==> src/sit_pkg.sv <==
package sit_pkg;

	// sign of an orientation test
	typedef logic [1:0] orient_t;

	localparam orient_t ORI_ZERO = 2'd0;
	localparam orient_t ORI_POS  = 2'd1;
	localparam orient_t ORI_NEG  = 2'd2;

endpackage

==> src/sit_orient.sv <==
module sit_orient #(
	parameter int DIFF_BITS = 17
) (
	input  logic                        clk,
	input  logic                        en,
	input  logic signed [DIFF_BITS-1:0] ux,
	input  logic signed [DIFF_BITS-1:0] uy,
	input  logic signed [DIFF_BITS-1:0] vx,
	input  logic signed [DIFF_BITS-1:0] vy,
	output sit_pkg::orient_t            ori
);

	localparam int PROD_BITS = 2 * DIFF_BITS;

	logic signed [PROD_BITS-1:0] lhs_s2;
	logic signed [PROD_BITS-1:0] rhs_s2;

	// the two cross terms are compared rather than subtracted
	always_ff @(posedge clk) begin
		if (en) begin
			lhs_s2 <= PROD_BITS'(ux * vy);
			rhs_s2 <= PROD_BITS'(vx * uy);
		end
	end

	always_comb begin
		if (lhs_s2 > rhs_s2)
			ori = sit_pkg::ORI_POS;
		else if (lhs_s2 < rhs_s2)
			ori = sit_pkg::ORI_NEG;
		else
			ori = sit_pkg::ORI_ZERO;
	end

endmodule

==> config.mk <==
export PLATFORM = sky130hd
export DESIGN_NAME = sit_orient
export DESIGN_NICKNAME = d
export VERILOG_FILES = /design/src/sit_pkg.sv /design/src/sit_orient.sv
export SDC_FILE = /design/constraint.sdc
export NUM_CORES = 2
export LEC_CHECK = 0
export ABC_AREA = 1
export ABC_CLOCK_PERIOD_IN_PS = 5960
export BUFFER_PORTS_ARGS = -buffer_cell sky130_fd_sc_hd__buf_2
export CORE_ASPECT_RATIO = 2
export CORE_UTILIZATION = 55
export CTS_CLUSTER_SIZE = 40
export DETAILED_ROUTE_END_ITERATION = 7
export PLACE_DENSITY = 0.74
export SETUP_SLACK_MARGIN = 0.5
export SLEW_MARGIN = 15
export SYNTH_ARGS = -nofsm -noshare
export SYNTH_HDL_FRONTEND = slang
export SYNTH_SLANG_ARGS = --single-unit
==> constraint.sdc <==
create_clock -name clk -period 5.96 [get_ports clk]
set_input_delay 0.298 -clock clk [delete_from_list [all_inputs] [get_ports clk]]
set_output_delay 0.298 -clock clk [all_outputs]
set_load 0.02 [all_outputs]
* After elaboration in Yosys (flattened, before gate mapping)
Index checks and enable logic that the tools add are counted.
** Storage, ports and cells
- Flip-flop bits (word level) :: 68
- Bits of input ports :: 70
- Output and inout port bits :: 2
- Word-level logic and storage cells :: 8
** Cells by class
- Multiply operators :: 2
- Order comparisons :: 2
- Mux-type cells :: 2
** Operators with widths (number)
- 17-bit by 17-bit multiplier with 34-bit output :: 2
- 34-bit > comparator :: 1
- 34-bit < comparator :: 1
- 2-bit two-way mux :: 2

* Longest topological paths before layout
- Depth after elaboration :: 3
- Depth in mapped cells :: 28
- Mapped depth without buffers :: 26

* Least setup slack after synthesis
No wires, ideal clock.
- Kind :: input -> register
- From :: in vx[16]
- To :: reg rhs_s2[27] (data pin)
- Arrival :: 5.411 ns
- Data required time :: 5.701 ns
- Path slack :: 0.291 ns
- Stages on the path :: 19
- Path buffers :: 2
- Path through :: clkbuf_1 clkbuf_1 nand2_1 inv_1 fa_1 fa_1 inv_1 fa_1 fa_1 fa_1 fa_1 inv_1 ha_1 nand2_1 inv_1 a21boi_0 a21boi_0 nand3_1 xor2_1
** Between the ends
- Cells in the longest elaborated chain, start to end :: 1
** RTL lines
- start, declared :: RTL line sit_orient.sv:8 : input logic signed [DIFF_BITS-1:0] vx,
- 17-bit by 17-bit multiplier with 34-bit output :: RTL line sit_orient.sv:22 : rhs_s2 <= PROD_BITS'(vx * uy);
- end signal, assigned :: RTL line sit_orient.sv:22
- end, declared :: RTL line sit_orient.sv:16 : logic signed [PROD_BITS-1:0] rhs_s2;
No other way between the ends.
A chain may end at the register's enable or synchronous reset.

* Worst setup path in the final report
- From :: in vy[16]
- To :: reg lhs_s2[32] (data pin)
** Between the ends
- Cells in the longest elaborated chain, start to end :: 1
** RTL lines
- start, declared :: RTL line sit_orient.sv:9 : input logic signed [DIFF_BITS-1:0] vy,
- 17-bit by 17-bit multiplier with 34-bit output :: RTL line sit_orient.sv:21 : lhs_s2 <= PROD_BITS'(ux * vy);
- end signal, assigned :: RTL line sit_orient.sv:21
- end, declared :: RTL line sit_orient.sv:15 : logic signed [PROD_BITS-1:0] lhs_s2;
No other way between the ends.

==> impl_results.md <==
* Layout cells sized above 1 at 0.1026
* Syn-to-layout area delta at 9.132%
* Synthesized net count at 4135
* CTS max path bufs at 2
* # port buffers at 71
* Dpl hpwl at 62290 um
* CTS tree: done
* Std cell rows at 113
* Max Cap Viol at 0
* CP Class: in2reg
* CTS Buf Count at 9
* Sequential-to-total area share from yosys stat at 0.07758
* DRT iter0 DRCs at 939
* Compound-Gate Fraction of Synth Area at 0.03256
* Die Y-Extent at 311.4 um
* Distinct cells, synth at 40
* Most frequent cells in the layout: inv_1, nand2_1, fa_1
* Synthesized area at 26320 sq um
* Total global-route track usage at 0.3172
* Final ANT Viol Nets at 0
* Average cell area after synthesis at 8.051 sq um
* DP Worst Slack at -150.3 ps
* Status: finished, final reports clean
* Min Hold Slack at 629.8 ps
* Initial antenna violation count at 3
* CP Capture Type: register
* Cts hold-fix bufs at 0
* Top cells by area, synth: fa_1, inv_1, nand2_1
* Final Hold Viols at 0
* Largest family of logic cells by synthesized area: adder cells
* Most common cell after layout, fill and taps aside: inv_1
* CTS sink cnt at 68
* Routability-driven placement congestion ratio at 0.9709
* Xor/xnor share of the synthesized area at 0.01864
* Synth warn at 0
* Post-route cell area at 28720 sq um
* Dpl cell area at 27950 sq um
* Final period utilization at 0.9014
* Adder-Cell Fraction of Synth Area at 0.5473
* RSZ-0062 raised after global routing: true
* Biggest fanout along the worst timing path at 13
* Fin nets at 4213
* Per-cell routed wire length at 17.91 um
* CP arrival at 5490 ps
* Final setup fails at 0
* Flops & latches, synth at 68
* Tmin final at 5372 ps
* Mux share of post-synthesis cell area at 0
* Routed WL at 71410 um
* Reg clk slew, reported paths at 60 ps
* Clock H-tree levels at 3
* Largest net degree at the start of global routing at 69
* Vias in the first global route at 22.94k
* Vias post-DR at 20.55k
* Initial Utilization at 0.5557
* Avg Vias per Cell at 5.155
* IO Pins at 72
* Chip Width at 156.7 um
* Synthesized instance count at 3269
* Hold Crit Class: in2reg
* Core area at 47360 sq um
* Max-slew violation count at 0
* Post-synth top area share at 0.4503
* Post-synthesis simple-gate area fraction at 0.1562
* Yosys top cell by area: fa_1
* CTS root buffer: clkbuf_16
* DR pass1 iterations at 5
* Worst-Margin Slew at 932.5 ps
* CP startpoint kind: primary input
* Setup ws final at 587.8 ps
* Global route overflow at 0
* DRC at 0
* Slew HR at 0.3783
* Total die area at 48780 sq um
* First-pass GRT wire length at 115500 um
* Fmax at 186.1 MHz
* Worst path required time at 6080 ps
sequential cells by signal, summed over array words and instances (netlist names):
register,flops
lhs_s2,34
rhs_s2,34
per-stage QoR:
| stage | std cells | setup TNS (ps) | utilization |
|---|---|---|---|
| 3_3_place_gp | 3963 | -133.3 | 0.5900 |
| 2_1_floorplan | 3269 | 0 | - |
| 3_5_place_dp | 3963 | -150.3 | 0.5900 |
| 6_report | 3986 | 0 | 0.6064 |
| 4_1_cts | 3980 | 0 | 0.5971 |
| 5_1_grt | 3986 | 0 | 0.6064 |
cells by family after synthesis:
kind of cell               after synthesis
adders and majority gates              796
buffers and inverters                 1176
DFF                                     68
AOI/OAI and AO/OA                      145
xor gates and xnor gates                56
and+or+nand+nor                       1028
cells in the mapped netlist:
| cell type | number |
|---|---|
| clkbuf_1 | 132 |
| a21oi_4 | 1 |
| o21bai_1 | 11 |
| or2_1 | 2 |
| clkinv_1 | 3 |
| nor3_1 | 6 |
| o21a_1 | 1 |
| buf_1 | 2 |
| inv_1 | 1031 |
| edfxtp_1 | 68 |
| ha_1 | 204 |
| a21oi_2 | 3 |
| a211oi_1 | 1 |
| o21bai_2 | 1 |
| and3_1 | 3 |
| or2_2 | 11 |
| nor2_2 | 10 |
| and2_1 | 1 |
| fa_1 | 592 |
| o21ai_2 | 3 |
| a21oi_1 | 67 |
| o21ai_0 | 30 |
| nand3_1 | 54 |
| nand4_1 | 17 |
| o211ai_2 | 1 |
| nor4_1 | 1 |
| nand2_1 | 798 |
| nand3_2 | 6 |
| a21o_1 | 11 |
| nor2_1 | 112 |
| nand2_2 | 5 |
| a31oi_1 | 5 |
| a21boi_0 | 4 |
| nor2_4 | 2 |
| o211ai_1 | 1 |
| a21boi_1 | 2 |
| o21ai_1 | 3 |
| xnor2_1 | 18 |
| xor2_1 | 38 |
| inv_2 | 8 |
metal layers:
metal | track usage | vias to the layer above | routed length [um]
met5 | 0 | - | 0
met4 | 0.2921 | 0 | 7733
met3 | 0.04464 | 394 | 2829
met2 | 0.6105 | 683 | 40510
met1 | 0.2691 | 10100 | 20330
li1 | - | 9374 | -
worst paths after layout:
kind / slack [ps] / depth (start not counted) / to / startpoint
hold / removal: 630 / 5 / rhs_s2[1]$_DFFE_PP_ / uy[0]
setup / recovery: 590 / 23 / lhs_s2[32]$_DFFE_PP_ / vy[16]
cell type report:
class | instances | area (sq um)
Antenna cell | 2 | 5.005
Clock buffer | 9 | 225.2
Clock inverter | 7 | 81.33
Fill cell | 4238 | 18640
Inverter | 1042 | 3915
Multi-Input combinational cell | 2025 | 20210
Sequential cell | 68 | 2042
Tap cell | 632 | 790.8
Timing Repair Buffer | 201 | 1455
critical path, cell delays in order:
cell and delay [ps]:
buf_2 110, clkinvlp_4 100, buf_12 160, buf_4 140
or2_2 280, fa_1 490, inv_1 50, fa_1 500
inv_1 50, fa_1 470, inv_1 60, fa_1 470
fa_1 510, fa_1 540, ha_4 210, buf_4 160
a21o_4 230, a31oi_2 200, o21ai_2 120, a21oi_2 160
nand2_1 70, nand2_1 60, nand2_1 50
repair_timing:
item                                    CTS  global route
pin swaps                                 1            17
endpoints found under the setup margin    6            35
gates resized for setup                   9           118
buffers inserted                          1             4
hold endpoints to repair                  0             0
Power is not shown: default switching activity piles up to over one toggle a cycle in this logic, so the estimate is an artifact.
